==> config.mk <==
export PLATFORM = sky130hd
export DESIGN_NAME = agsh_norm
export DESIGN_NICKNAME = d
export VERILOG_FILES = /design/src/hw/rtl/agsh_pkg.sv /design/src/hw/rtl/agsh_norm.sv
export SDC_FILE = /design/constraint.sdc
export NUM_CORES = 1
export LEC_CHECK = 0
export BUFFER_PORTS_ARGS = -buffer_cell sky130_fd_sc_hd__buf_4
export CORE_ASPECT_RATIO = 0.7
export CORE_MARGIN = 10
export CORE_UTILIZATION = 45
export DETAILED_ROUTE_END_ITERATION = 12
export GPL_ROUTABILITY_DRIVEN = 0
export MAX_ROUTING_LAYER = met4
export PLACE_DENSITY = 0.84
export SLEW_MARGIN = 30
export SYNTH_ARGS = -nofsm -noshare
export SYNTH_HDL_FRONTEND = slang
export SYNTH_SLANG_ARGS = --single-unit
==> constraint.sdc <==
create_clock -name vclk -period 9.25
set_input_delay 0.4625 -clock vclk [all_inputs]
set_output_delay 0.4625 -clock vclk [all_outputs]
set_load 0.1 [all_outputs]
==> src/hw/rtl/agsh_pkg.sv <==
package agsh_pkg;

   // defaults for the top level parameters
   localparam int DEF_TABLE_ENTRIES = 1024;
   localparam int DEF_LIT_BITS      = 32;

   // fixed port widths
   localparam int LIT_W = 32;
   localparam int VAR_W = 31;

   localparam logic [VAR_W-1:0] VAR_MAX = '1;

   // request codes
   localparam logic REQ_GATE  = 1'b0;
   localparam logic REQ_CLEAR = 1'b1;

   // clause lengths
   typedef logic [1:0] len_type;
   localparam len_type LEN_NONE  = 2'd0;
   localparam len_type LEN_TWO   = 2'd2;
   localparam len_type LEN_THREE = 2'd3;

   typedef enum logic [2:0] {
      ST_IDLE,
      ST_SCAN,
      ST_HIT,
      ST_CL_LEFT,
      ST_CL_RIGHT,
      ST_CL_AND
   } state_type;

   // normalized gate request, literals ordered and sign extended
   typedef struct packed {
      logic signed [LIT_W-1:0] left;
      logic signed [LIT_W-1:0] right;
      logic signed [LIT_W-1:0] neg_left;
      logic signed [LIT_W-1:0] neg_right;
      logic signed [LIT_W-1:0] neg_gate;
      logic [VAR_W-1:0]        next_var;
      logic [VAR_W-1:0]        next_out;
   } gate_req_type;

   // one result transaction
   typedef struct packed {
      logic                    valid;
      logic [VAR_W-1:0]        gate_var;
      logic                    is_new;
      logic [VAR_W-1:0]        next_free_out;
      len_type                 clause_len;
      logic signed [LIT_W-1:0] clause_lit_a;
      logic signed [LIT_W-1:0] clause_lit_b;
      logic signed [LIT_W-1:0] clause_lit_c;
      logic                    table_full;
      logic                    last;
   } rsp_type;

endpackage

==> src/hw/rtl/agsh_norm.sv <==
module agsh_norm
   import agsh_pkg::*;
#(
   parameter int LIT_BITS = DEF_LIT_BITS
) (
   input  logic signed [LIT_W-1:0] lit_left,
   input  logic signed [LIT_W-1:0] lit_right,
   input  logic [VAR_W-1:0]        next_free_var,
   output gate_req_type            req
);

   localparam int SHIFT = LIT_W - LIT_BITS;

   logic signed [LIT_W-1:0] left_sh;
   logic signed [LIT_W-1:0] right_sh;
   logic signed [LIT_W-1:0] left_ext;
   logic signed [LIT_W-1:0] right_ext;
   logic signed [LIT_W-1:0] lo;
   logic signed [LIT_W-1:0] hi;

   always_comb begin
      // sign extend from bit LIT_BITS-1
      left_sh   = lit_left <<< SHIFT;
      right_sh  = lit_right <<< SHIFT;
      left_ext  = left_sh >>> SHIFT;
      right_ext = right_sh >>> SHIFT;

      // smaller literal first
      if (left_ext > right_ext) begin
         lo = right_ext;
         hi = left_ext;
      end else begin
         lo = left_ext;
         hi = right_ext;
      end

      req.left      = lo;
      req.right     = hi;
      req.neg_left  = -lo;
      req.neg_right = -hi;
      req.neg_gate  = -$signed({1'b0, next_free_var});
      req.next_var  = next_free_var;
      req.next_out  = (next_free_var == VAR_MAX) ? VAR_MAX
                                                 : next_free_var + VAR_W'(1);
   end

endmodule

# Word level (Yosys, flattened, before mapping)

Index checks and enable logic that the tools add are counted.

Multiplexer cells: 3
Eq/ne operators: 1
$lt $le $gt $ge: 1
Add/subtract/negate cells: 4

Operator list:

| cell                                                             | count |
|---|---|
| 32-bit two-way mux                                               | 2 |
| 32-bit negator                                                   | 2 |
| 32-bit greater-than comparator                                   | 1 |
| 31-bit negator with 32-bit output                                | 1 |
| 31-bit by 1-bit adder with 31-bit output (second input constant) | 1 |
| 31-bit == test (second input constant)                           | 1 |
| 31-bit two-way mux                                               | 1 |

Output and inout port bits: 222
Register bits after elaboration: 0
Logic and storage cells: 9
Input port bits: 95

# Logic depth before layout (Yosys ltp)

Gate-level depths: netlist of run 1.

Word-level depth: 3
Mapped depth: 18
Depth with buffers taken out: 15

# Worst setup path before layout of run 1

No wires, ideal clock.

Path type: input to output
From: input lit_right[31]
To: output req[106] in the netlist's numbering
Required time: 8.787 ns
Arrival time: 5.190 ns
Slack: 3.597 ns
Cell stages on the path: 12
Path buffers: 2
Path through: inv_1 -> ha_1 -> nand4_1 -> nor4_2 -> a221oi_1 -> o21ai_0 -> a31oi_2 -> mux2i_4 -> buf_6 -> clkbuf_1 -> o21ai_1 -> xor2_1

RTL lines:

| element            | RTL line       | RTL |
|---|---|---|
| start: declaration | agsh_norm.sv:7 | `input logic signed [LIT_W-1:0] lit_right,` |
| end: declaration   | agsh_norm.sv:9 | `output gate_req_type req` |

==> key figures, run 1 <==
Synth
  – Sequential share of the synthesized area: 0%
  – Mapped cell area: between 4000 and 5000 µm²
  – Synth area leader: xor2_1
  – Share of the synthesized area in the top cell type: roughly a tenth
  – Syn nets: roughly 880
  – Netlist cell types: 47
  – Avg Cell Area, Syn: ~6.7 µm²
  – Top post-synthesis cells by area: xor2_1 (11%), mux2i_1 (9.8%), ha_1 (9.3%), xnor2_1 (8.8%), nand2_1 (7.5%)
  – Syn Inst Count: 747
  – Synth Warn #: 0

Flow run
  – # Max-Cap Violations: 0

Setup path
  – CP arrival: between 5 and 6 ns
  – Critical path endpoint category: output port
  – CP max FO: just over 60
  – Critical-path top delay cell: buf_4
  – CP cell instances: buf_4 -> ha_1 -> a21oi_1 -> o21ai_0 -> a221o_1 -> a211o_1 -> a31oi_2 -> mux2i_4 -> buf_4 -> mux2i_1 -> ha_1 -> nand3_1 -> nor4_1 -> mux2i_1 -> nor3_1 -> xnor2_1 -> buf_4
  – Largest stage delay, worst path: 0.63 ns
  – CP most frequent cell: buf_4
  – WP data required: about 8.8 ns
  – Setup crit start kind: input pin
  – WS Path Type: in -> out

Clocking
  – Setup bufs post-CTS: 0
  – # hold bufs at CTS: 0
  – CTS-repair resized insts: 0

Worst hold path
  – Hold worst-path end: req[37]
  – Hold_sp: next_free_var[6]
  – Hold WC Path Type: in -> out
  – Worst Hold Depth: 2

Pwr
  – Maximum vdd drop: 0.1969 mV
  – Cell Pwr Density: 183.4 nW/µm²
  – Pleak: roughly 3.4 nW

Final layout
  – Fin cells: 1,152
  – Layout cells sized above 1: between 30% and 40%
  – Seq cells: 0
  – Commonest non-fill, non-tap cells in the layout: buf_4 (321), nand2_1 (100), xor2_1 (60)
  – Clkbuf count: 0
  – Diode count: 0
  – Final core occ: 65.51%
  – Reg area: 0 µm²
  – Area grow syn2layout: 43.40%
  – Filler instances: ~1,000
  – Final nets: about 1.1k
  – Commonest non-fill, non-tap cell in the layout: buf_4

Floorplanning
  – DIE AREA: about 16,000 µm²
  – FP Rows: 32
  – Placeable Area: around 11,000 µm²
  – Die height: ~110 µm
  – Initial Util: 45.68%
  – I/O Pins: 317
  – Die width: approximately 150 µm

GRT
  – GRT Overall Usage: roughly a quarter
  – Initial antenna violation count: 0
  – Total gr overflow: 0
  – First-pass GRT wire length: ~33,000 µm
  – Largest net degree at the start of global routing: 64
  – Vias in the first global route: approximately 6.0k

STA
  – Count of final max-slew check failures: 0
  – Final setup fails: 0
  – Max Fclk: 178.2 MHz
  – Fin crit share: 60.67%
  – Setup TNS: 0 ns
  – Worst Tran Pin Value: about 0.86 ns
  – RSZ-0062 raised after global routing: false
  – Fin. Hold Viols: 0
  – Tmin final: ~5.6 ns
  – Worst hold slack: 1.290 ns
  – Max-slew headroom: 42.48%

Placed design
  – Placed insts: between 1k and 1.5k
  – HPWL Detailed: roughly 19,000 µm
  – Input/output buffers: approximately 320

Drt
  – DRC: 0
  – DRT antenna net count: 0
  – Routed vias: ~6.3k
  – Drt wl/cell: between 15 and 20 µm
  – 1st-iter DRT viols: around 500
  – Final WL: approximately 22,000 µm
  – Vias per cell: between 5 and 6
  – Initial DRT Pass Iterations: 5

Run status
  – Status: complete, no violations
==> worst max-delay path, delay by kind of cell <==
kind            cells  cell delay (ns)
buf+inv             3             1.08
compound gates      5             1.16
fa+ha+maj           2             0.71
xor+xnor            1             0.16
simple gates        3             0.72
mux                 3             0.85
==> per-layer routing <==
metal  vias up  global-route usage (%)  part of all wire, %
met5         -                       -                    0
met4         0                   2.662                  1.3
met3        22                   4.007                  8.0
met2       302                   42.36                   46
li1       3064                       -                    -
met1      2889                   34.83                   45
==> logic make-up (layout without fill, tap and decap cells) <==
kind of cell / after synthesis / after routing / synth area share (%)
AOI/OAI and AO/OA: 76 / 76 / 8.544
xor gates and xnor gates: 110 / 110 / 19.29
adders and majority gates: 37 / 37 / 9.271
buffers and inverters: 122 / 374 / 12.68
muxes: 83 / 83 / 17.76
and+or+nand+nor: 319 / 319 / 32.45
==> cell type report <==
class	instances	area [µm²]	share of cell area, %
inverters	53	198.9	2.778
multi-input cells	625	4360	60.89
well taps	153	191.4	2.673
repair buffers	321	2410	33.65
==> report_power, final <==
group          switching, mW  internal (mW)
registers                  0              0
clock network              0              0
logic                   1.05          0.265
==> cells in the mapped netlist, drive strengths merged, types with 29 or more instances <==
library cell,n
nand2,100
xor2,60
inv,53
mux2i,51
nor2,51
xnor2,50
buf,49
o21ai,42
ha,37
mux2,32
nor3,31
nand3,29
==> through the flow <==
stage | area, µm² | total power, mW | setup slack [ns]
after floorplan | 4994 | 1.049 | 3.597
after global placement | 7161 | 1.307 | 3.868
after detailed placement | 7161 | 1.311 | 3.696
after CTS | 7161 | 1.313 | 3.683
after global routing | 7161 | 1.353 | 3.325
final | 7161 | 1.313 | 3.638
==> how the worst max path moves through the flow <==
| stage | start | to | slack [ns] |
|---|---|---|---|
| after floorplan | lit_right[31] | req[106] | 3.60 |
| after global placement | lit_left[7] | req[154] | 3.87 |
| after detailed placement | lit_left[7] | req[156] | 3.70 |
| after CTS | lit_left[7] | req[156] | 3.68 |
| after global routing | lit_left[7] | req[156] | 3.32 |
| final | lit_left[7] | req[154] | 3.64 |
Note: power is estimated with default switching activity, not from simulation.
==> inputs of run 2 (changes only) <==
==> constraint.sdc (replaced) <==
create_clock -name vclk -period 5.66
set_input_delay 0.283 -clock vclk [all_inputs]
set_output_delay 0.283 -clock vclk [all_outputs]
set_load 0.1 [all_outputs]
==> run 2 against run 1 <==
Net effect:
- die area unchanged
- highest routed layer unchanged
- critical path type unchanged
- combinational power grew 64%
- largest power group unchanged
- routed wire length is 2.4% higher
==> key figures, run 2 (synthesized netlist as in run 1, its figures left out) <==
Drt
  – Routed vias: 6,367 (+1.4%)
  – Vias per cell: 5.522 (+1.3%)
  – 1st-iter DRT viols: 522 (+4.6%)
  – Initial DRT Pass Iterations: 7 (+2)
  – DRC: 0 (unchanged)
  – Final WL: 22,500 µm (+2.4%)
  – Drt wl/cell: 19.51 µm (+2.3%)
  – DRT antenna net count: 0 (unchanged)

Floorplanning
  – FP Rows: 32 (unchanged)
  – Placeable Area: 10,930 µm² (unchanged)
  – DIE AREA: 15,780 µm² (unchanged)
  – Die width: 145.9 µm (unchanged)
  – Initial Util: 45.68% (unchanged)
  – Die height: 108.1 µm (unchanged)
  – I/O Pins: 317 (unchanged)

Final layout
  – Commonest non-fill, non-tap cell in the layout: buf_4
  – Seq cells: 0 (unchanged)
  – Filler instances: 1,022 (+2.3%)
  – Reg area: 0 µm² (unchanged)
  – Clkbuf count: 0 (unchanged)
  – Diode count: 0 (unchanged)
  – Layout cells sized above 1: 36.50% (+0.064 points)
  – Commonest non-fill, non-tap cells in the layout: buf_4 (322), nand2_1 (100), xor2_1 (60)
  – Final nets: 1,134 (+0.088%)
  – Area grow syn2layout: 43.55%

Pwr
  – Cell Pwr Density: 300.0 nW/µm² (+64%)
  – Total power: 2.150 mW (+64%)
  – Pleak: 3.401 nW (+0.15%)
  – Maximum vdd drop: 0.2887 mV (+47%)

Setup path
  – CP endpoint: req[154]
  – Largest stage delay, worst path: 0.41 ns (-0.22 ns)
  – Largest delay share family, worst path: compound AO/OA/AOI/OAI gates
  – CP cell instances: buf_4 -> ha_1 -> a21oi_1 -> o21ai_0 -> a221o_1 -> a211o_1 -> a31oi_2 -> mux2i_4 -> mux2i_1 -> ha_1 -> buf_4 -> nand3_1 -> nor4_1 -> mux2i_1 -> nor3_1 -> xnor2_1 -> buf_4
  – Crit path depth: 17 (unchanged)
  – Setup crit start kind: input pin
  – WS Path Type: in -> out
  – CP Buf/Inv Count: 3 (unchanged)
  – Critical-path top delay cell: mux2i_4
  – Critical path endpoint category: output port
  – Crit. Startpoint: lit_left[7]
  – CP max FO: 9 (-85%)
  – WP data required: 5.38 ns (-3.41 ns)
  – CP most frequent cell: buf_4
  – CP arrival: 4.28 ns (-0.87 ns)

Placed design
  – HPWL Detailed: 19,300 µm (+1.4%)
  – Input/output buffers: 317 (unchanged)

GRT
  – GRT Overall Usage: 26.72% (+0.56 points)
  – Initial antenna violation count: 0 (unchanged)
  – First-pass GRT wire length: 34,200 µm (+2.1%)
  – Vias in the first global route: 6,049 (+1.6%)
  – Largest net degree at the start of global routing: 65 (+1.6%)
  – Total gr overflow: 0 (unchanged)

STA
  – Tmin final: around 4.6 ns
  – RSZ-0062 raised after global routing: false
  – Worst Tran Pin Value: 0.8741 ns (+0.01341 ns)
  – Setup TNS: 0 ns (unchanged)
  – Max Fclk: around 220 MHz
  – Fin. Hold Viols: 0 (unchanged)
  – Max-slew headroom: 41.59% (-0.90 points)
  – Final setup fails: 0 (unchanged)
  – Count of final max-slew check failures: 0 (unchanged)
  – Fin crit share: 80.62%

Clocking
  – # hold bufs at CTS: 0 (unchanged)
  – Setup bufs post-CTS: 0 (unchanged)
  – CTS-repair resized insts: 0 (unchanged)

Worst hold path
  – Hold WC Path Type: in -> out

Run status
  – Status: complete, no violations

Flow run
  – # Max-Cap Violations: 0 (unchanged)
run 2: how the worst min path moves through the flow:
stage	slack (ns)	start	cells after the start	endpoint
after CTS	0.93	next_free_var[30]	2	req[61]
after floorplan	0.78	next_free_var[0]	1	req[31]
final	0.93	next_free_var[30]	2	req[61]
after global routing	0.93	next_free_var[30]	2	req[61]
after detailed placement	0.93	next_free_var[30]	2	req[61]
after global placement	0.93	next_free_var[30]	2	req[61]
run 2: area by class of cell:
class | instances | area, µm² | area share, %
well taps | 153 | 191.4 | 2.671
inverters | 53 | 198.9 | 2.775
multi-input cells | 625 | 4360 | 60.83
repair buffers | 322 | 2417 | 33.72
run 2: metrics by stage:
step	hold slack, ns	cell area [µm²]	util, %	cells	setup slack, ns
after detailed placement	0.9306	7168	65.58	1153	1.145
final	0.9318	7168	65.58	1153	1.097
after global routing	0.9335	7168	65.58	1153	0.7828
after floorplan	0.7775	4994	-	747	0.3665
after CTS	0.9306	7168	65.58	1153	1.139
after global placement	0.9297	7168	65.58	1153	1.248
run 2: report_power, final:
group | leakage [nW] | switching (mW) | internal [mW]
Sequential | 0 | 0 | 0
Clock | 0 | 0 | 0
Combinational | 3.40 | 1.72 | 0.434
Total | 3.40 | 1.72 | 0.434
run 2: metal layers:
metal | GRT usage [%] | vias to the layer above | wire length, µm
met5 | - | - | 0
met2 | 42.78 | 339 | 10090
li1 | - | 3070 | -
met3 | 4.174 | 40 | 1806
met4 | 4.388 | 0 | 464
met1 | 35.33 | 2918 | 10130
