`config.mk`:
```
export PLATFORM = sky130hd
export DESIGN_NAME = agsh_ram
export DESIGN_NICKNAME = d
export VERILOG_FILES = /design/src/hw/rtl/agsh_ram.sv
export SDC_FILE = /design/constraint.sdc
export NUM_CORES = 1
export LEC_CHECK = 0
export ABC_CLOCK_PERIOD_IN_PS = 3500
export BUFFER_PORTS_ARGS = -buffer_cell sky130_fd_sc_hd__buf_2
export CAP_MARGIN = 15
export CORE_ASPECT_RATIO = 0.6
export CORE_MARGIN = 2
export CORE_UTILIZATION = 40
export DETAILED_ROUTE_END_ITERATION = 6
export GPL_TIMING_DRIVEN = 0
export PLACE_DENSITY_LB_ADDON = 0.05
export SLEW_MARGIN = 25
export SYNTH_ARGS = -nofsm -noshare
export SYNTH_HDL_FRONTEND = slang
export SYNTH_SLANG_ARGS = --single-unit
```
`constraint.sdc`:
```
create_clock -name clock -period 3.5 [get_ports clock]
set_input_delay 0 -clock clock [delete_from_list [all_inputs] [get_ports clock]]
set_output_delay 0 -clock clock [all_outputs]
set_load 0.05 [all_outputs]
```
`src/hw/rtl/agsh_ram.sv`:
```
module agsh_ram #(
   parameter int WIDTH = 8,
   parameter int DEPTH = 16
) (
   input  logic                     clock,
   input  logic                     we,
   input  logic [$clog2(DEPTH)-1:0] addr,
   input  logic [WIDTH-1:0]         wdata,
   output logic [WIDTH-1:0]         rdata
);

   logic [WIDTH-1:0] mem [DEPTH];

   always_ff @(posedge clock) begin
      if (we) begin
         mem[addr] <= wdata;
      end
      rdata <= mem[addr];
   end

endmodule

```
After elaboration in Yosys (flattened, before gate mapping)
Memories as Yosys holds them, arrays and structs flattened. A register that Yosys moved wholly into a read port is not among the register bits.
Cells that the tools add are included.

cells by class
  shift-type cells = 0
  div/mod/pow operators = 0
  order comparisons = 0
  eq/ne operators = 0
  mux-type cells = 2
  bitwise gates (word level) = 0
  reduce and logical (&&, ||, !) cells = 0
  multipliers = 0
  add/sub/neg operators = 0

operator list
  kind     number
  $mux W1  2

word-level totals
  memories = 1
  bits in latches = 0
  register bits = 0
  ROM bits = 0
  RAM bits = 128
  logic and storage cells = 3
  bits of input ports = 14

memory list
  memory  words  bits a word  rd ports  clocked after memory_dff  write ports  RTL line  text
  mem     16     8            1         1                         1            12        logic [WIDTH-1:0] mem [DEPTH];

Longest topological paths before layout
Gate-level depths: netlist of the first run.

  word-level depth = 2
  mapped depth = 5
  mapped depth without buffers = 3

Worst setup path after synthesis of the first run
No wires, ideal clock.

  path type = input to register
  start = in addr[2]
  end = mem mem[0][0], enable pin
  setup time = 0.383 ns
  arrival = 1.110 ns
  data required time = 3.117 ns
  setup slack = 2.007 ns
  cell stages on the path = 2
  path through = or3b_2 nor3_1

RTL lines
  what         RTL line  text
  from (decl)  7         input logic [$clog2(DEPTH)-1:0] addr,
  to (decl)    12

No word-level cell before the write port.

Final worst setup path of the first run
  start = in addr[1]
  end = mem mem[7][3], enable pin

No word-level cell before the write port.

==> results of run 1 <==
what timing repair did:
| action | CTS | global route |
|---|---|---|
| gates resized for setup | 0 | 0 |
| endpoints found under the hold margin | 12 | 0 |
| hold buffers | 2 | 0 |
| endpoints found under the setup margin | 0 | 0 |
cell families (layout without fill, tap and decap cells):
family	count (synthesis)	count (layout)	share of synthesized area, %
buffers and inverters	11	64	1.185
DFF	136	136	79.01
AOI/OAI and AO/OA	16	16	2.370
and+or+nand+nor	35	35	3.210
muxes	32	32	14.22
worst paths after layout:
| path | slack (ns) | endpoint | cells past startpoint | from |
|---|---|---|---|---|
| max | 1.73 | mem[7][3]$_DFFE_PP_ | 4 | addr[1] |
| min | 0.01 | mem[6][4]$_DFFE_PP_ | 1 | wdata[4] |
| max reg2reg | 2.08 | rdata[2]$_DFF_P_ | 3 | mem[8][2]$_DFFE_PP_ |
| min reg2reg | 0.68 | rdata[5]$_DFF_P_ | 3 | mem[14][5]$_DFFE_PP_ |
critical path: cells and delay by family:
| family | cells | cell delay (ns) |
|---|---|---|
| buffers and inverters | 2 | 0.80 |
| and+or+nand+nor | 2 | 1.00 |
area by class of cell:
type                    count  area, um^2  area share [%]
multi-input cells          83        1023           17.08
well taps                 165       206.4           3.445
plain buffers              11       60.06           1.002
repair buffers             21       115.1           1.921
clock inverters            15       158.9           2.651
clock buffers              17       425.4           7.098
flip-flops and latches    136        4004           66.81
routing by layer:
metal  up-vias  track usage, %  wire, um  part of all wire (%)
met3        11           4.372       749                   7.2
met1      1233           27.05      5059                    48
met2        70           21.24      4469                    43
li1       1049               -         -                     -
met5         -               0         0                     0
met4         0           6.984       159                   1.5
cell usage in the layout, fill, tap and decap left out, drive strengths merged:
cell	count
nand2	9
clkbuf	20
clkinv	8
nor3	4
nand3	1
a22oi	16
nor2b	2
buf	27
dfxtp	8
nand3b	2
mux4	32
nand2b	2
nor2	13
inv	1
edfxtp	128
dlygate4sd3	2
clkinvlp	3
and2	1
or3b	1
bufinv	3
through the flow:
stage	hold WS [ns]	cells	setup WS [ns]	utilization, %
after floorplan	0.09887	230	2.007	-
final	0.01156	448	1.726	49.05
after CTS	0.002007	448	1.764	49.05
after detailed placement	0.4292	414	1.329	44.11
after global placement	0.4225	414	1.392	43.94
after global routing	0.01153	448	1.582	49.05
flip-flops by register name, summed over array words and instances (netlist names):
name / cells
mem: 128
rdata: 8
Yosys cell counts, drive strengths merged:
library cell | n | area (um^2)
a22oi | 16 | 120.1
and2 | 1 | 6.260
buf | 8 | 47.54
clkbuf | 3 | 12.51
dfxtp | 8 | 160.2
edfxtp | 128 | 3844
mux4 | 32 | 720.7
nand2 | 9 | 33.78
nand2b | 2 | 12.51
nand3 | 1 | 5.000
nand3b | 2 | 15.01
nor2 | 13 | 48.80
nor2b | 2 | 12.51
nor3 | 4 | 20.02
or3b | 1 | 8.760
power breakdown:
group / total [mW] / internal [mW] / switching (mW) / leakage, nW
Combinational: 0.216 / 0.0709 / 0.145 / 0.430
Clock: 1.75 / 1.11 / 0.646 / 0.277
Sequential: 1.83 / 1.82 / 0.00827 / 1.22
Total: 3.80 / 3.00 / 0.800 / 1.93
==> flow_summary.json, run 1 <==
{
  "status": "finished, final reports clean",
  "synth_cell_types": 18,
  "crit_fanout": 10,
  "syn_nets": 244,
  "drt_iter0_drc": 315,
  "hold_path.class": "primary input to flop",
  "rsz0062_at_grt": "no",
  "clock_latency_ns": 0.41,
  "netlist_instances": 230,
  "vias": 2363,
  "post-route-period-util_pct": 50.69,
  "setup_viol": 0,
  "setup_tns_ns": 0,
  "placed_cell_area_mm2": 0.005389,
  "cts_tree": "done",
  "cp_slowest_cell": "nor2_1",
  "cts_root_buf": "clkbuf_16",
  "slowest_delay_ns": 0.70,
  "fmax_mhz": 563.6,
  "antenna_cells": 0,
  "drt_first_pass_iters": 5,
  "die-area_mm2": 0.01361,
  "clock_path_buffers": 2,
  "drive_gt1_share_pct": 31.10,
  "fp.coreArea_mm2": 0.01222,
  "io_pins": 22,
  "via_per_inst": 5.275,
  "fin_skew_ns": 0.005735,
  "gp_congestion": 0.8712,
  "cp_cell_sequence": "buf_2, buf_1, nand2_1, nor2_1",
  "portBuffers": 19,
  "p_per_area_mw_per_mm2": 633.8,
  "areaGrowthSynthToFinish_pct": 18.27,
  "post-route-cell-area_mm2": 0.005993,
  "grt_pass1_vias": 2294,
  "antenna_left": 0,
  "grtUsageTotal_pct": 16.82,
  "cap_violations": 0,
  "period_needed_ns": 1.774,
  "drt-total-wl_um": 10440,
  "yosysWarnings": 0,
  "ys_seq_area_share_pct": 79.01,
  "avgSynthCellArea_um2": 22.03,
  "avgRoutedWirePerCell_um": 23.30,
  "cp_data_arrival_time_ns": 1.80,
  "hold_viol": 0,
  "power_mw": 3.798,
  "std_cell_rows": 31,
  "critPathRequiredTime_ns": 3.53,
  "dp_hpwl_um": 6759,
  "cts_made_buffers": 17,
  "start_util_pct": 41.47,
  "nFillCells": 999,
  "ys_ff_latch": 136,
  "slew_headroom_pct": 45.45,
  "grt_pass1_wl_um": 15410,
  "cp-end-kind": "flop",
  "cts_max_level": 4,
  "worstSetupPathType": "primary input to flop",
  "p_leak_nw": 1.930,
  "die_x_um": 149.3,
  "clock-sinks": 136,
  "antenna_found_initial": 0,
  "drc": 0,
  "synth_area_mm2": 0.005067,
  "cp-start-kind": "primary input",
  "nets": 284,
  "die_height_um": 91.19,
  "clk_pin_slew_worst_paths_ns": 0.06,
  "grt_max_degree": 17,
  "ir_drop_mv": 0.3374,
  "tightest_slew_ns": 0.8153,
  "grt_overflow_total": 0,
  "final_max_slew_viol_count": 0,
  "cts_setup_buffers": 0
}
(Power assumes the default switching activity.)
==> inputs of run 2 (changes only) <==
--- a/config.mk
+++ b/config.mk
@@ -5,7 +5,7 @@
 export SDC_FILE = /design/constraint.sdc
 export NUM_CORES = 1
 export LEC_CHECK = 0
-export ABC_CLOCK_PERIOD_IN_PS = 3500
+export ABC_CLOCK_PERIOD_IN_PS = 1700
 export BUFFER_PORTS_ARGS = -buffer_cell sky130_fd_sc_hd__buf_2
 export CAP_MARGIN = 15
 export CORE_ASPECT_RATIO = 0.6
==> constraint.sdc (replaced) <==
create_clock -name clock -period 1.7 [get_ports clock]
set_input_delay 0 -clock clock [delete_from_list [all_inputs] [get_ports clock]]
set_output_delay 0 -clock clock [all_outputs]
set_load 0.05 [all_outputs]
==> run 2 against run 1 <==
  * The flow now finishes with violations (negative setup slack)
  * Via count is 1.4% higher
  * Worst setup slack lost 1.8 ns
  * Non-clock buffer count did not move
  * Die area unchanged
  * Worst hold slack improved by 0.0073 ns
  * Clock power rose by 110%
  * Utilization rose by 0.10 points
  * Critical path type unchanged
  * Largest cell class unchanged
==> flow_summary.json, run 2 (synthesized netlist as in run 1, its figures left out) <==
{
  "die_x_um": 149.3,
  "dp_hpwl_um": 6759,
  "vias": 2396,
  "critPathRequiredTime_ns": 1.73,
  "top_register": "mem",
  "gp_congestion": 0.8712,
  "die_height_um": 91.19,
  "die-area_mm2": 0.01361,
  "fmax_mhz": 563.4,
  "drc": 0,
  "final_common_cell": "edfxtp_1",
  "cts_root_buf": "clkbuf_16",
  "cts_tree": "done",
  "regToRegSetupSlack_ns": 0.27,
  "hold_path.class": "primary input to flop",
  "multiInputGateArea_mm2": 0.001036,
  "drt-total-wl_um": 10520,
  "clock-sinks": 136,
  "tightest_slew_ns": 0.8266,
  "grt_pass1_vias": 2294,
  "grt_pass1_wl_um": 15410,
  "post-route-period-util_pct": 104.4,
  "period_needed_ns": 1.775,
  "worstSetupPathType": "primary input to flop",
  "grt_max_degree": 17,
  "placed_cell_area_mm2": 0.005389,
  "std_cell_rows": 31,
  "clk_pin_slew_worst_paths_ns": 0.06,
  "grtUsageTotal_pct": 16.82,
  "grt_overflow_total": 0,
  "status": "complete, but fails checks",
  "setup_slack_ns": -0.07489,
  "portBuffers": 19,
  "fp.coreArea_mm2": 0.01222,
  "cap_violations": 0,
  "setup_viol": 24,
  "cts_max_level": 4,
  "cp-start-kind": "primary input",
  "reg_top3": "mem: 128 flops, rdata: 8 flops",
  "violations": "negative setup slack",
  "seq_area_mm2": 0.004004,
  "drt_first_pass_iters": 5,
  "slew_headroom_pct": 44.69,
  "via_per_inst": 5.348,
  "post-route-cell-area_mm2": 0.006006,
  "final_util_pct": 49.16,
  "nFillCells": 999,
  "antenna_found_initial": 0,
  "p_per_area_mw_per_mm2": 1302,
  "clock_path_buffers": 2,
  "clock_latency_ns": 0.40,
  "antenna_cells": 0,
  "io_pins": 22,
  "final_max_slew_viol_count": 0,
  "p_leak_nw": 1.930,
  "antenna_left": 0,
  "drive_gt1_share_pct": 32.86,
  "start_util_pct": 41.47,
  "cp-end-kind": "flop",
  "areaGrowthSynthToFinish_pct": 18.52,
  "cp_data_arrival_time_ns": 1.80,
  "drt_iter0_drc": 321,
  "crit_fanout": 10,
  "layout_common_cells": "edfxtp_1, mux4_2, buf_2",
  "cts_made_buffers": 17,
  "avgRoutedWirePerCell_um": 23.48,
  "ir_drop_mv": 0.6938,
  "hold_ws_ns": 0.01891,
  "fin_skew_ns": 0.007865,
  "nets": 284,
  "hold_viol": 0,
  "rsz0062_at_grt": "yes",
  "largest_reg_flops": 128
}
run 2: cell count changes in the layout (fill, tap and decap cells not counted):
cell    previous run  this run
nor2_2             0         5
nor2_1            13         8
run 2: metrics by stage:
stage	total power [mW]	worst slack, ns	TNS, ns	instances
finish	7.822	-0.07489	-0.7651	448
global route	8.071	-0.1797	-4.054	448
CTS	7.887	-0.03634	-0.7794	448
detailed placement	4.283	-0.4714	-35.47	414
global placement	4.277	-0.4078	-39.95	414
floorplan	4.107	0.2070	0	230
run 2: layout make-up:
type | instances | share of cell area, %
plain buffers | 11 | 1.000
multi-input cells | 83 | 17.25
clock inverters | 15 | 2.646
flip-flops and latches | 136 | 66.67
well taps | 165 | 3.438
repair buffers | 21 | 1.917
clock buffers | 17 | 7.083
run 2: metal layers:
| layer | vias up | track usage, % | part of all wire [%] |
|---|---|---|---|
| met1 | 1265 | 27.05 | 51 |
| met2 | 76 | 21.24 | 43 |
| met5 | - | 0 | 0 |
| met4 | 0 | 6.984 | 1.4 |
| li1 | 1046 | - | - |
| met3 | 9 | 4.372 | 4.9 |
run 2: report_power, final:
group	switching (mW)	internal, mW	total [mW]
clock	1.33	2.28	3.61
combinational	0.303	0.146	0.449
sequential	0.0171	3.75	3.77
run 2: timing repair:
action	in CTS	in global routing
pin swaps	0	0
endpoints found under the hold margin	12	0
setup buffers	0	0
hold buffers	2	0
setup endpoints to repair	41	56
resized for setup	1	4
run 2: worst max-delay path, stage by stage:
cell	delay, ns
buf_2	0.27
buf_1	0.54
nand2_1	0.28
nor2_1	0.70
run 2: path summary, 6_finish.rpt:
path,start,endpoint,cells after the start
worst max-delay path,addr[1],mem[3][6]$_DFFE_PP_,4
worst min-delay path,wdata[7],mem[7][7]$_DFFE_PP_,1
worst max register to register,mem[8][2]$_DFFE_PP_,rdata[2]$_DFF_P_,3
worst min register to register,mem[14][1]$_DFFE_PP_,rdata[1]$_DFF_P_,3
==> inputs of run 3 (changes only) <==
==> constraint.sdc (replaced) <==
create_clock -name clock -period 1.7 [get_ports clock]
set_input_delay 0.51 -clock clock [delete_from_list [all_inputs] [get_ports clock]]
set_output_delay 0.51 -clock clock [all_outputs]
set_load 0.05 [all_outputs]
==> run 3 against run 2 <==
  * Wire length up 3.3%
  * Flip-flop and latch count unchanged
  * Critical endpoint is now mem[0][2]$_DFFE_PP_
  * Largest power group is now the clock network
  * Fmax down 2.7%
  * Combinational power up 4%
  * Critical path type unchanged
  * First-iteration DRC count down 32%
  * Total power up 2.8%
  * Utilization up 1.2 points
  * Worst hold slack better by 0.50 ns
  * The flow still finishes with violations (negative setup slack)
==> flow_summary.json, run 3 (synthesized netlist as in run 1, its figures left out) <==
{
  "status": "complete, but fails checks",
  "violations": "negative setup slack",
  "rsz0062_at_grt": "yes",
  "grt_pass1_wl_um": 16090,
  "worstSetupPathType": "primary input to flop",
  "cts_hold_buf": 0,
  "die_height_um": 91.19,
  "avgRoutedWirePerCell_um": 24.10,
  "hold_viol": 0,
  "clock_path_buffers": 2,
  "r2r_end": "rdata[0]$_DFF_P_",
  "gp_congestion": 0.7119,
  "largest_reg_flops": 128,
  "grtUsageTotal_pct": 17.43,
  "final_common_cell": "edfxtp_1",
  "fp.coreArea_mm2": 0.01222,
  "drt_first_pass_iters": 4,
  "clock_latency_ns": 0.42,
  "placed_cells": 414,
  "cp_cell_sequence": "buf_2, or3b_2, nor3_2",
  "setup_slack_ns": -0.1246,
  "critPathRequiredTime_ns": 1.74,
  "r2r_cells": 3,
  "nets": 287,
  "clock-sinks": 136,
  "period_needed_ns": 1.825,
  "final_max_slew_viol_count": 0,
  "cp-endpoint": "mem[0][2]$_DFFE_PP_",
  "die_x_um": 149.3,
  "layout_common_cells": "edfxtp_1, mux4_2, buf_2",
  "vias": 2392,
  "cts_made_buffers": 17,
  "setup_viol": 32,
  "grt_pass1_vias": 2350,
  "cts_max_level": 4,
  "hold_ws_ns": 0.5158,
  "crit_fanout": 8,
  "crit_start": "addr[2]",
  "io_pins": 22,
  "tightest_slew_ns": 0.8255,
  "start_util_pct": 41.47,
  "regToRegSetupSlack_ns": 0.34,
  "post-route-period-util_pct": 107.3,
  "cp_slowest_cell": "nor3_2",
  "p_per_area_mw_per_mm2": 1307,
  "antenna_left": 0,
  "portBuffers": 19,
  "layoutNonFillerInstCount": 451,
  "wl_met1_um": 5439,
  "wl_met3_um": 590,
  "drt-total-wl_um": 10870,
  "drive_gt1_share_pct": 38.11,
  "grt_overflow_total": 0,
  "via_per_inst": 5.304,
  "dp_hpwl_um": 6798,
  "ir_drop_mv": 0.7347,
  "cts_tree": "done",
  "antenna_found_initial": 0,
  "cap_violations": 0,
  "drt_iter0_drc": 217,
  "std_cell_rows": 31,
  "slew_headroom_pct": 44.66,
  "cp-end-kind": "flop",
  "slowest_delay_ns": 0.63,
  "die-area_mm2": 0.01361,
  "antenna_cells": 0,
  "areaGrowthSynthToFinish_pct": 21.46,
  "fmax_mhz": 548.1,
  "hold_path.class": "primary input to flop",
  "top_layer": "met4",
  "reg_top3": "mem: 128 flops, rdata: 8 flops",
  "clk_pin_slew_worst_paths_ns": 0.06,
  "r2r_start": "mem[15][0]$_DFFE_PP_",
  "cp-start-kind": "primary input",
  "drc": 0,
  "fin_skew_ns": 0.009231,
  "grt_max_degree": 17,
  "wl_met2_um": 4672,
  "p_leak_nw": 1.981,
  "top_register": "mem",
  "cts_root_buf": "clkbuf_16",
  "cp_data_arrival_time_ns": 1.87
}
[run 3: cell types whose count changed in the layout (fill, tap and decap cells not counted), sizes merged]
cell         delta
dlygate4sd3     -2
clkbuf          +3
clkinvlp        -1
buf             +5
inv             -1
clkinv          -2
bufinv          +1
[run 3: what timing repair did]
| item | 4_1_cts | 5_1_grt |
|---|---|---|
| endpoints found under the hold margin | 0 | 0 |
| endpoints found under the setup margin | 72 | 69 |
| resized for setup | 3 | 3 |
| buffers inserted | 0 | 5 |
| cloned | 0 | 0 |
| pin swaps | 0 | 3 |
[run 3: worst min path at each step]
stage | from | end | slack, ns | cells after the start
floorplan | wdata[0] | mem[0][0]$_DFFE_PP_ | 0.61 | 0
global placement | mem[13][5]$_DFFE_PP_ | rdata[5]$_DFF_P_ | 0.68 | 3
detailed placement | mem[10][5]$_DFFE_PP_ | rdata[5]$_DFF_P_ | 0.68 | 3
CTS | wdata[1] | mem[8][1]$_DFFE_PP_ | 0.50 | 1
global route | wdata[1] | mem[9][1]$_DFFE_PP_ | 0.52 | 1
finish | wdata[0] | mem[15][0]$_DFFE_PP_ | 0.52 | 1
[run 3: power breakdown]
group | internal (mW) | total [mW] | switching [mW]
combinational | 0.151 | 0.465 | 0.314
clock | 2.45 | 3.81 | 1.36
sequential | 3.75 | 3.77 | 0.0175
[run 3: through the flow]
| stage | TNS [ns] | cell area (um^2) | total power, mW | setup slack [ns] | utilization, % |
|---|---|---|---|---|---|
| 2_1_floorplan | -4.268 | 5135 | 4.118 | -0.08817 | - |
| 5_1_grt | -6.807 | 6155 | 8.276 | -0.2128 | 50.37 |
| 3_5_place_dp | -61.54 | 5436 | 4.296 | -0.5980 | 44.50 |
| 6_report | -2.545 | 6155 | 8.042 | -0.1246 | 50.37 |
| 4_1_cts | -7.398 | 6065 | 8.073 | -0.1635 | 49.64 |
| 3_3_place_gp | -60.86 | 5436 | 4.291 | -0.6184 | 44.50 |
[run 3: worst max-delay path: cells and delay by family]
kind                   cells  cell delay (ns)
and+or+nand+nor            2             1.21
buffers and inverters      1             0.15
[run 3: per-layer routing]
metal	vias to the layer above	GRT usage (%)
li1	1058	-
met1	1266	28.09
met2	55	22.77
met3	13	4.121
met4	0	6.190
met5	-	0
[run 3: final cells by class]
type / count / area (um^2)
Buffer: 11 / 62.56
Clock buffer: 20 / 436.7
Clock inverter: 12 / 176.4
Fill cell: 986 / 6063
Multi-Input combinational cell: 83 / 1099
Sequential cell: 136 / 4004
Tap cell: 165 / 206.4
Timing Repair Buffer: 24 / 170.2
