==> src/hw/rtl/agsh_pkg.sv <==
package agsh_pkg;

   // defaults for the top level parameters
   localparam int DEF_TABLE_ENTRIES = 1024;
   localparam int DEF_LIT_BITS      = 32;

   // fixed port widths
   localparam int LIT_W = 32;
   localparam int VAR_W = 31;

   localparam logic [VAR_W-1:0] VAR_MAX = '1;

   // request codes
   localparam logic REQ_GATE  = 1'b0;
   localparam logic REQ_CLEAR = 1'b1;

   // clause lengths
   typedef logic [1:0] len_type;
   localparam len_type LEN_NONE  = 2'd0;
   localparam len_type LEN_TWO   = 2'd2;
   localparam len_type LEN_THREE = 2'd3;

   typedef enum logic [2:0] {
      ST_IDLE,
      ST_SCAN,
      ST_HIT,
      ST_CL_LEFT,
      ST_CL_RIGHT,
      ST_CL_AND
   } state_type;

   // normalized gate request, literals ordered and sign extended
   typedef struct packed {
      logic signed [LIT_W-1:0] left;
      logic signed [LIT_W-1:0] right;
      logic signed [LIT_W-1:0] neg_left;
      logic signed [LIT_W-1:0] neg_right;
      logic signed [LIT_W-1:0] neg_gate;
      logic [VAR_W-1:0]        next_var;
      logic [VAR_W-1:0]        next_out;
   } gate_req_type;

   // one result transaction
   typedef struct packed {
      logic                    valid;
      logic [VAR_W-1:0]        gate_var;
      logic                    is_new;
      logic [VAR_W-1:0]        next_free_out;
      len_type                 clause_len;
      logic signed [LIT_W-1:0] clause_lit_a;
      logic signed [LIT_W-1:0] clause_lit_b;
      logic signed [LIT_W-1:0] clause_lit_c;
      logic                    table_full;
      logic                    last;
   } rsp_type;

endpackage

==> src/hw/rtl/agsh_ctrl.sv <==
module agsh_ctrl
   import agsh_pkg::*;
#(
   parameter int TABLE_ENTRIES = DEF_TABLE_ENTRIES,
   parameter int LIT_BITS      = DEF_LIT_BITS,
   parameter int ADDR_W        = $clog2(TABLE_ENTRIES),
   parameter int DATA_W        = 2 * LIT_BITS + VAR_W
) (
   input  logic              clock,
   input  logic              reset,
   input  logic              start,
   input  logic              req_type,
   input  gate_req_type      req,
   output logic              busy,
   output logic              ram_we,
   output logic [ADDR_W-1:0] ram_addr,
   output logic [DATA_W-1:0] ram_wdata,
   input  logic [DATA_W-1:0] ram_rdata,
   output rsp_type           rsp
);

   localparam int CNT_W = $clog2(TABLE_ENTRIES + 1);
   localparam logic [CNT_W-1:0] FULL_CNT = CNT_W'(TABLE_ENTRIES);
   localparam logic [CNT_W-1:0] CNT_ONE  = CNT_W'(1);

   state_type          state_ff, state_in;
   logic [CNT_W-1:0]   count_ff, count_in;
   logic [CNT_W-1:0]   issue_ff, issue_in;
   logic               pend_ff, pend_in;
   gate_req_type       req_ff, req_in;
   logic [VAR_W-1:0]   hit_gate_ff, hit_gate_in;
   logic               full_ff, full_in;

   logic [2*LIT_BITS-1:0] key;
   logic                  hit;
   logic                  done;
   logic                  has_room;

   always_ff @(posedge clock) begin
      if (reset) begin
         state_ff <= ST_IDLE;
         count_ff <= '0;
         issue_ff <= '0;
         pend_ff  <= 1'b0;
      end else begin
         state_ff <= state_in;
         count_ff <= count_in;
         issue_ff <= issue_in;
         pend_ff  <= pend_in;
      end
   end

   always_ff @(posedge clock) begin
      req_ff      <= req_in;
      hit_gate_ff <= hit_gate_in;
      full_ff     <= full_in;
   end

   always_comb begin
      key      = {req_ff.left[LIT_BITS-1:0], req_ff.right[LIT_BITS-1:0]};
      hit      = pend_ff && (ram_rdata[DATA_W-1:VAR_W] == key);
      done     = (issue_ff == count_ff);
      has_room = (count_ff < FULL_CNT);
      busy     = (state_ff != ST_IDLE);

      state_in    = state_ff;
      count_in    = count_ff;
      issue_in    = issue_ff;
      pend_in     = 1'b0;
      req_in      = req_ff;
      hit_gate_in = hit_gate_ff;
      full_in     = full_ff;

      ram_we    = 1'b0;
      ram_addr  = issue_ff[ADDR_W-1:0];
      ram_wdata = {key, req_ff.next_var};

      rsp               = '0;
      rsp.gate_var      = req_ff.next_var;
      rsp.is_new        = 1'b1;
      rsp.next_free_out = req_ff.next_out;
      rsp.table_full    = full_ff;

      case (state_ff)
         ST_IDLE: begin
            if (start) begin
               if (req_type == REQ_CLEAR) begin
                  count_in = '0;
               end else begin
                  req_in   = req;
                  issue_in = '0;
                  state_in = ST_SCAN;
               end
            end
         end
         ST_SCAN: begin
            if (hit) begin
               hit_gate_in = ram_rdata[VAR_W-1:0];
               state_in    = ST_HIT;
            end else if (done) begin
               // miss: append at the fill count if there is room
               full_in = !has_room;
               if (has_room) begin
                  ram_we   = 1'b1;
                  ram_addr = count_ff[ADDR_W-1:0];
                  count_in = count_ff + CNT_ONE;
               end
               state_in = ST_CL_LEFT;
            end else begin
               issue_in = issue_ff + CNT_ONE;
               pend_in  = 1'b1;
            end
         end
         ST_HIT: begin
            rsp.valid         = 1'b1;
            rsp.gate_var      = hit_gate_ff;
            rsp.is_new        = 1'b0;
            rsp.next_free_out = req_ff.next_var;
            rsp.clause_len    = LEN_NONE;
            rsp.table_full    = 1'b0;
            rsp.last          = 1'b1;
            state_in          = ST_IDLE;
         end
         ST_CL_LEFT: begin
            rsp.valid        = 1'b1;
            rsp.clause_len   = LEN_TWO;
            rsp.clause_lit_a = req_ff.left;
            rsp.clause_lit_b = req_ff.neg_gate;
            state_in         = ST_CL_RIGHT;
         end
         ST_CL_RIGHT: begin
            rsp.valid        = 1'b1;
            rsp.clause_len   = LEN_TWO;
            rsp.clause_lit_a = req_ff.right;
            rsp.clause_lit_b = req_ff.neg_gate;
            state_in         = ST_CL_AND;
         end
         ST_CL_AND: begin
            rsp.valid        = 1'b1;
            rsp.clause_len   = LEN_THREE;
            rsp.clause_lit_a = req_ff.neg_left;
            rsp.clause_lit_b = req_ff.neg_right;
            rsp.clause_lit_c = $signed({1'b0, req_ff.next_var});
            rsp.last         = 1'b1;
            state_in         = ST_IDLE;
         end
         default: begin
            state_in = ST_IDLE;
         end
      endcase
   end

endmodule

==> config.mk <==
export PLATFORM = sky130hd
export DESIGN_NAME = agsh_ctrl
export DESIGN_NICKNAME = d
export VERILOG_FILES = /design/src/hw/rtl/agsh_pkg.sv /design/src/hw/rtl/agsh_ctrl.sv
export SDC_FILE = /design/constraint.sdc
export NUM_CORES = 1
export LEC_CHECK = 0
export ABC_AREA = 1
export BUFFER_PORTS_ARGS = -buffer_cell sky130_fd_sc_hd__buf_2
export CAP_MARGIN = 20
export CELL_PAD_IN_SITES_DETAIL_PLACEMENT = 1
export CELL_PAD_IN_SITES_GLOBAL_PLACEMENT = 2
export CORE_AREA = 2 2 228 230
export DETAILED_ROUTE_END_ITERATION = 6
export DIE_AREA = 0 0 230 232
export PLACE_DENSITY_LB_ADDON = 0.25
export SLEW_MARGIN = 10
export SYNTH_ARGS = -nofsm -noshare
export SYNTH_HDL_FRONTEND = slang
export SYNTH_SLANG_ARGS = --single-unit
==> constraint.sdc <==
create_clock -name clock -period 16.91 [get_ports clock]
set_input_delay 3.382 -clock clock [delete_from_list [all_inputs] [get_ports clock]]
set_output_delay 3.382 -clock clock [all_outputs]
set_load 0.005 [all_outputs]
==> Word-level counts from Yosys, hierarchy flattened <==
Index checks and enable logic that the tools add are counted.
{ "classes": {"n_addsub": 2, "multipliers": 0, "n_div": 0, "order_cmp": 1, "n_eq_ne": 15, "shifts": 0, "muxes": 32, "bitwise": 3, "n_reduce_logical": 15} }
{ "ops": {"columns": ["operator", "n"], "rows": [
  ["$pmux W64 S3", 1],
  ["$mux W11", 9],
  ["$eq A64 B64 Y1", 1],
  ["$mux W63", 1],
  ["$pmux W11 S2", 2],
  ["$mux W10", 4],
  ["$mux W31", 1],
  ["$add A11 B1 Y11 const B", 2],
  ["$ne A2 B2 Y1 const B", 7],
  ["$mux W3", 4],
  ["$pmux W3 S4", 1],
  ["$eq A11 B11 Y1", 1],
  ["$lt A11 B11 Y1 const B", 1],
  ["$reduce_and A3 Y1", 3],
  ["$mux W1", 8],
  ["$eq A3 B2 Y1 const B", 2],
  ["$eq A3 B3 Y1 const B", 2],
  ["$reduce_and A6 Y1", 1],
  ["$reduce_and A5 Y1", 1],
  ["$pmux W2 S2", 1],
  ["$reduce_or A2 Y1", 2],
  ["$reduce_or A4 Y1", 1],
  ["$eq A3 B1 Y1 const B", 1],
  ["$logic_not A3 Y1", 1],
  ["other kinds (8)", 10]
]} }
{ "totals": {"regBits": 280, "latch_bits": 0, "ram_bits": 0, "rom_bits": 0, "inputBits": 321, "out_inout_bits": 271, "n_memories": 0} }

==> Logic depth before layout (Yosys ltp) <==
Gate-level depths: netlist (run 1).
{ "depth": {"word_depth": 5, "depth_mapped": 13, "mapped_depth_nobuf": 12} }

==> Worst setup path after synthesis (run 1) <==
Ideal clock, no wire load.
{ "synth_timing": {"path_type": "input to register", "start": "input start", "end": "register issue_ff[8]", "setup_ps": 113, "arrival_time_ps": 12835, "t_required_ps": 16797, "setup_slack_ps": 3962, "stages": 8, "path_buffers": 1, "cell_sequence": "inv_1 -> nor3_2 -> inv_2 -> nand2_4 -> buf_6 -> nand3_1 -> nand2_1 -> nor2_1"} }
{ "synth_between": {"elab_chain_len": 2} }
{ "synth_rtl": {"columns": ["item", "line", "source"], "rows": [
  ["start: declaration", "agsh_ctrl.sv:11", "input logic start,"],
  ["$ne A2 B2 Y1 (no line)", null, null],
  ["$reduce_and A5 Y1 (no line)", null, null],
  ["end signal: assignment", "agsh_ctrl.sv:48", "issue_ff <= issue_in;"],
  ["end: declaration", "agsh_ctrl.sv:28", "logic [CNT_W-1:0] issue_ff, issue_in;"]
]} }
Every way passes these cells.
A chain may end at the register's enable or synchronous reset.

==> Final worst setup path (run 1) <==
{ "layout_timing": {"start": "input ram_rdata[89]", "end": "output ram_we"} }
{ "layout_between": {"elab_chain_len": 4} }
{ "layout_rtl": {"columns": ["item", "line", "source"], "rows": [
  ["start: declaration", "agsh_ctrl.sv:18", "input logic [DATA_W-1:0] ram_rdata,"],
  ["$eq A64 B64 Y1", "agsh_ctrl.sv:61", "hit = pend_ff && (ram_rdata[DATA_W-1:VAR_W] == key);"],
  ["$logic_and A1 B1 Y1", "agsh_ctrl.sv:61", null],
  ["$mux W1", "agsh_ctrl.sv:97", "if (hit) begin"],
  ["$mux W1", "agsh_ctrl.sv:84", "case (state_ff)"],
  ["end: declaration", "agsh_ctrl.sv:15", "output logic ram_we,"]
]} }
Every way passes these cells.

==> results of run 1 <==
## synth_stat cells, drive strengths merged, types with 5 or more instances
master,instances
or2,5
a21oi,56
clkbuf,30
inv,234
o211ai,14
nor2,141
nand2,340
dfxtp,26
edfxtp,254
buf,129
xnor2,12
o221ai,12
xor2,8
o21ai,101
nor3,8
nand3,54
nand4,10
## report_power, final
part	switching [mW]	leakage [nW]	internal [mW]	total, mW
clock network	0.306	0.534	0.432	0.738
registers	0.0286	2.56	0.802	0.831
logic	0.134	5.40	0.0888	0.223
## logic make-up after synthesis
logic type,share of synthesized area
AO/OA/AOI/OAI,0.0801
XOR/XNOR,0.0129
adder cells (fa/ha/maj),0.00276
buffers and inverters,0.139
flip-flops,0.599
other,0.000276
AND/OR/NAND/NOR,0.167
## metal layers
layer	vias up	track usage	part of all wire
li1	5571	-	-
met1	5620	0.235	0.40
met2	339	0.355	0.51
met3	77	0.0507	0.064
met4	8	0.0617	0.021
met5	-	0	0.00093
## critical path, cell delays in order
cell	delay (ns)
sky130_fd_sc_hd__buf_2	0.09
sky130_fd_sc_hd__inv_1	0.03
sky130_fd_sc_hd__nand2_1	0.05
sky130_fd_sc_hd__nand2_1	0.06
sky130_fd_sc_hd__nor2_1	0.25
sky130_fd_sc_hd__nand2_1	0.10
sky130_fd_sc_hd__nor2_1	0.15
sky130_fd_sc_hd__nand2_1	0.08
sky130_fd_sc_hd__nor2_1	0.34
sky130_fd_sc_hd__nand3_1	0.32
sky130_fd_sc_hd__nand2_1	0.17
sky130_fd_sc_hd__nor2_1	0.05
sky130_fd_sc_hd__buf_2	0.15
## sequential cells by signal, indices dropped and copies added, names as in the netlist
signal,cells
count_ff,11
req_ff,127
state_ff,3
issue_ff,11
hit_gate_ff,31
pend_ff,1
ram_wdata,95
full_ff,1
## per-stage QoR
step | utilization | instances | total power, mW | hold slack (ns)
after floorplan | - | 1449 | 0.975 | 0.472
after global placement | 0.325 | 2571 | 1.07 | 0.505
after detailed placement | 0.325 | 2572 | 1.07 | 0.511
after CTS | 0.347 | 2636 | 1.83 | 0.524
after global routing | 0.348 | 2647 | 1.88 | 0.569
final | 0.348 | 2651 | 1.79 | 0.514
## path summary, 6_finish.rpt
check,to,slack [ns]
worst max-delay path,ram_we,8.30
worst min-delay path,count_ff[5],0.51
worst max register to register,hit_gate_ff[16],13.95
worst min register to register,count_ff[5],0.51
## final cells by class
cell class / count / area, sq um
diodes: 14 / 35.0
clock buffers: 45 / 956
clock inverters: 19 / 151
fillers: 6098 / 33200
inverters: 235 / 882
multi-input cells: 775 / 3610
flip-flops and latches: 280 / 8150
well taps: 680 / 851
repair buffers: 603 / 3100
==> qor.txt, run 1 <==
=================================================================================================
Status                                                                                  completed
Number of distinct library cell variants in the gate-level netlist after synthesis             39
Via count of the first global-routing pass                                                  11.8k
Peak VDD IR                                                                             0.0670 mV
TritonCTS Buffers                                                                              37
Asr flop ratio synth                                                                            0
Critical Path Source                                                                 ram_rdata[89]
Width of the chip                                                                          230 um
Number of DRC markers in iteration 0                                                          454
Leakage                                                                                   8.49 nW
Proportion of netlist area held by the largest area contributor                             0.561
Share of cells above drive strength 1                                                       0.355
Setup repair after global routing missed its margin                                         false
Leading cell type in the layout, fill and taps excluded                              sky130_fd_sc_hd__buf_2
Avg WL per Cell                                                                           20.7 um
Maximum number of pins on one net before global-route repair                                  157
Worst setup timing slack at the placement stage                                           8.18 ns
Total Negative Setup Slacks                                                                  0 ns
Number of nets produced by synthesis                                                         1773
Overall die area                                                                      53400 sq um
Number of enable flip-flop cells after synthesis                                              254
Per-cell via count in the routed design                                                      4.38
WP data arrival                                                                           5.23 ns
Standard-cell row count                                                                        83
Leading post-synthesis cells by cell area                                            sky130_fd_sc_hd__edfxtp_1, sky130_fd_sc_hd__nand2_1, sky130_fd_sc_hd__inv_1
First-pass GRT wire length                                                                78.7 mm
Initial Utilization                                                                         0.267
Clock root buffer                                                                    sky130_fd_sc_hd__clkbuf_16
Class of the tightest hold or removal check                                            reg -> reg
Number of hold violations in the final report                                                   0
TritonCTS clock tree                                                                         done
Highest-count cells in the layout ignoring fill and taps                             sky130_fd_sc_hd__buf_2, sky130_fd_sc_hd__nand2_1, sky130_fd_sc_hd__edfxtp_1, sky130_fd_sc_hd__inv_1, sky130_fd_sc_hd__nor2_1
Antenna violations before repair                                                               18
Maximum buffer depth of the clock tree                                                          3
Post-CTS repair timing setup buffer count                                                       0
Slew Limit Fails                                                                                0
Net total in the final layout                                                                2256
Final Wtd Congestion                                                                        0.858
Register area share after synthesis                                                         0.599
Worst-case setup margin in the final layout                                               8.30 ns
Port Buffer Count                                                                             590
Global Route Usage Sum                                                                      0.199
Remaining design rule violation count                                                           0
Detailed placer's ending HPWL                                                             42.1 mm
Core box area                                                                         50900 sq um
Netlist Area Pre-Place                                                                13600 sq um
Hold-fix buffer count after cts                                                                 0
Maximum clock frequency                                                                 0.116 GHz
Worst Reg-to-Reg Cells                                                                         11
IO Count                                                                                      592
Gate Count Post-Synth                                                                        1449
Worst slew slack as a fraction of its limit                                                 0.219
Setup skew after layout                                                                 0.0181 ns
Number of clock sinks seen by CTS                                                             280
Maximum level of the CTS H-tree                                                                 2
Die Y-Extent                                                                               232 um
Fin area                                                                              17700 sq um
CP required                                                                              13.53 ns
Finish-stage setup viols                                                                        0
Power per standard cell area                                                          101 nW/um^2
Worst hold start                                                                      count_ff[5]
Source-to-sink clock delay at the later pin of the worst-skew pair                        0.54 ns
Part of the cycle the worst path needs                                                      0.509
Yosys warns                                                                                     0
Antenna Nets Post-Route                                                                         0
Post-Place Cell Area                                                                  16600 sq um
Worst-Margin Slew                                                                         1.17 ns
Clock transition at the registers of the reported paths                                   0.05 ns
Overall overflow remaining after global route                                                   0
Vias                                                                                        11.6k
Number of optimization iterations in the first detailed-route pass                              4
Critical path peak fanout                                                                       5
Area added between synthesis and finish                                                     30.3%
Cell type with the highest aggregate area in the netlist                             sky130_fd_sc_hd__edfxtp_1
Total wirelength of the detailed-routed design                                            54.9 mm
Post-cts sizing count                                                                           0
Synthesis-stage register bit count                                                            280
Launching element type of the critical path                                          primary input
Source of the worst register-to-register timing path                                 ram_wdata[88]
Main synth FF type                                                                   sky130_fd_sc_hd__edfxtp_1
Kind of critical path                                                                   in -> out
Worst setup EP type                                                                  primary output
Hold path cells                                                                                 2
Syn_area_per_cell                                                                      9.39 sq um
Number of maximum-capacitance violations                                                        0
Minimum clock period after layout                                                         8.61 ns
=================================================================================================
(Power assumes the default switching activity.)
==> inputs of run 2 (changes only) <==
Clock period 16.91 ns to 8.6 ns, I/O delays scaled along.
==> run 2 against run 1 <==
- final area barely moved
- clock skew increased by 0.0022 ns
- sequential power increased by 96%
- clock power is 100% higher
- non-clock buffer count decreased by 1
- critical path depth down 5
- via count grew 0.18%
- critical endpoint is now rsp[87]
==> qor.txt, run 2 (same netlist as run 1, synthesis figures left out) <==
=================================================================================
Initial Utilization                                                         0.267   unchanged
Largest reg by FF count                                                    req_ff   unchanged
Per-cell via count in the routed design                                      4.39   was 4.38
Critical Path Source                                                  state_ff[2]   was ram_rdata[89]
Core box area                                                         50900 sq um   unchanged
Leakage                                                                   8.49 nW   about the same
Fraction of power consumed by combinational cells                           0.123   was 0.125
Remaining design rule violation count                                           0   unchanged
Detailed placer's ending HPWL                                             42.0 mm   was 42.1 mm
Setup slack of the most critical reg-to-reg path                          5.78 ns   was 13.95 ns
First-pass GRT wire length                                                78.5 mm   was 78.7 mm
Peak VDD IR                                                              0.137 mV   was 0.0670 mV
Overall overflow remaining after global route                                   0   unchanged
Global Route Usage Sum                                                      0.199   about the same
Post-CTS repair timing setup buffer count                                       0   unchanged
Final design utilization                                                    0.348   about the same
Clock transition at the registers of the reported paths                   0.06 ns   was 0.05 ns
Vias                                                                        11.6k   about the same
Class of the tightest hold or removal check                            reg -> reg   unchanged
Source of the worst register-to-register timing path                 ram_wdata[88]   unchanged
Post-Place Cell Area                                                  16500 sq um   was 16600 sq um
Setup skew after layout                                                 0.0203 ns   was 0.0181 ns
Maximum buffer depth of the clock tree                                          3   unchanged
Total wirelength of the detailed-routed design                            54.5 mm   was 54.9 mm
Die Y-Extent                                                               232 um   unchanged
Flip-flop count of the largest register after layout                          127   unchanged
Status                                                                  completed   unchanged
Number of clock sinks seen by CTS                                             280   unchanged
Capture endpoint of the worst hold path                               count_ff[5]   unchanged
Switching Power                                                          0.930 mW   was 0.469 mW
Worst slew slack as a fraction of its limit                                 0.229   was 0.219
Post-cts sizing count                                                           0   unchanged
Reg2Reg Capture Point                                                hit_gate_ff[13]   was hit_gate_ff[16]
Antenna Nets Post-Route                                                         0   unchanged
Highest-count cells in the layout ignoring fill and taps             sky130_fd_sc_hd__buf_2, sky130_fd_sc_hd__nand2_1, sky130_fd_sc_hd__edfxtp_1, sky130_fd_sc_hd__inv_1, sky130_fd_sc_hd__nor2_1   unchanged
Antenna violations before repair                                               18   unchanged
Kind of critical path                                                  reg -> out   was in -> out
Standard-cell row count                                                        83   unchanged
Leading cell type in the layout, fill and taps excluded              sky130_fd_sc_hd__buf_2   unchanged
Maximum number of pins on one net before global-route repair                  158   was 157
TritonCTS clock tree                                                         done   unchanged
Worst Reg-to-Reg Cells                                                         11   unchanged
Clock network fraction of design power                                      0.420   was 0.412
Net total in the final layout                                                2255   was 2256
Source-to-sink clock delay at the later pin of the worst-skew pair        0.55 ns   was 0.54 ns
Final Wtd Congestion                                                        0.832   was 0.858
Worst hold start                                                      count_ff[5]   unchanged
Launching element type of the critical path                              register   was primary input
CP max stage cell                                                    sky130_fd_sc_hd__dfxtp_1   was sky130_fd_sc_hd__nor2_1
Width of the chip                                                          230 um   unchanged
Worst-case setup margin in the final layout                               3.26 ns   was 8.30 ns
Hold-fix buffer count after cts                                                 0   unchanged
Overall die area                                                      53400 sq um   unchanged
Max stage delay on crit path                                              0.81 ns   was 0.34 ns
Total Negative Setup Slacks                                                  0 ns   unchanged
Worst-Margin Slew                                                         1.16 ns   was 1.17 ns
Largest delay share family, worst path                               buffers and inverters   was simple AND/OR/NAND/NOR gates
Ordered cell list for the critical path                              inv_1 -> nor3_2 -> buf_4 -> nand2_1 -> o21ai_0 -> nand2_1 -> o21ai_0 -> buf_2   was buf_2 -> inv_1 -> nand2_1 -> nand2_1 -> nor2_1 -> nand2_1 -> nor2_1 -> nand2_1 -> nor2_1 -> nand3_1 -> nand2_1 -> nor2_1 -> buf_2
IO Count                                                                      592   unchanged
Setup repair after global routing missed its margin                         false   unchanged
Number of optimization iterations in the first detailed-route pass              4   unchanged
Minimum clock period after layout                                         5.34 ns
Clock root buffer                                                    sky130_fd_sc_hd__clkbuf_16   unchanged
Area added between synthesis and finish                                     30.3%   about the same
Number of maximum-capacitance violations                                        0   unchanged
Worst setup EP type                                                  primary output   unchanged
Maximum clock frequency                                                 0.187 GHz
WP data arrival                                                           3.62 ns   was 5.23 ns
Port Buffer Count                                                             590   unchanged
Number of cells in the finished layout apart from fillers                    2650   was 2651
CP required                                                               6.88 ns   was 13.53 ns
Finish-stage setup viols                                                        0   unchanged
Hold path cells                                                                 2   unchanged
Critical path peak fanout                                                      56   was 5
Buffering stage count on the worst path with inverters included                 3   unchanged
Share of cells above drive strength 1                                       0.353   was 0.355
Slew Limit Fails                                                                0   unchanged
Avg WL per Cell                                                           20.6 um   was 20.7 um
Via count of the first global-routing pass                                  11.9k   was 11.8k
Number of hold violations in the final report                                   0   unchanged
Relative contribution of sequential cells to total power                    0.458   was 0.463
Part of the cycle the worst path needs                                      0.621
Placed Cells                                                                 2571   was 2572
TritonCTS Buffers                                                              37   unchanged
Fin area                                                              17700 sq um   about the same
Power per standard cell area                                          201 nW/um^2   was 101 nW/um^2
Worst setup timing slack at the placement stage                           3.36 ns   was 8.18 ns
Number of DRC markers in iteration 0                                          497   was 454
Number of fill cells in the layout                                           6086   was 6098
Cell internal power dissipation                                           2.64 mW   was 1.32 mW
Fraction of power spent switching nets                                      0.261   was 0.262
Maximum level of the CTS H-tree                                                 2   unchanged
=================================================================================
==> run 2: final cells by class <==
class | instances | area (sq um) | share of cell area
Sequential cell | 280 | 8150 | 0.460
Multi-Input combinational cell | 775 | 3610 | 0.203
Timing Repair Buffer | 602 | 3060 | 0.173
Clock buffer | 54 | 1020 | 0.0576
Inverter | 235 | 882 | 0.0498
Tap cell | 680 | 851 | 0.0480
Clock inverter | 11 | 125 | 0.00706
Antenna cell | 13 | 32.5 | 0.00183
==> run 2: power by group through the flow <==
stage | Sequential, mW | Clock, mW | Combinational [mW]
4_1_cts | 1.63 | 1.54 | 0.447
3_5_place_dp | 1.66 | 0 | 0.445
6_report | 1.63 | 1.50 | 0.438
5_1_grt | 1.64 | 1.59 | 0.494
3_3_place_gp | 1.66 | 0 | 0.437
2_1_floorplan | 1.65 | 0 | 0.263
==> run 2: metrics by stage <==
| stage | power [mW] | hold WS, ns |
|---|---|---|
| floorplan | 1.91 | 0.472 |
| global placement | 2.10 | 0.499 |
| detailed placement | 2.11 | 0.499 |
| CTS | 3.62 | 0.514 |
| global route | 3.73 | 0.556 |
| finish | 3.57 | 0.508 |
==> run 2: routing by layer <==
layer	track usage	wire length, um	up-vias
met3	0.0592	3980	84
met1	0.234	21900	5597
li1	-	-	5567
met2	0.341	27100	378
met5	0	66	-
met4	0.0778	1480	10
==> run 2: worst min-delay path, stage by stage, from the launching register on <==
cell	delay, ns
sky130_fd_sc_hd__dfxtp_1	0.35
sky130_fd_sc_hd__a21oi_1	0.05
sky130_fd_sc_hd__nor2_1	0.08
==> run 2: worst max-delay path by stage <==
| stage | cells past startpoint | slack, ns | to |
|---|---|---|---|
| floorplan | 8 | 0.77 | issue_ff[8] |
| global placement | 13 | 3.36 | ram_we |
| detailed placement | 13 | 3.36 | ram_we |
| CTS | 8 | 3.03 | rsp[87] |
| global route | 8 | 2.79 | rsp[87] |
| finish | 8 | 3.26 | rsp[87] |
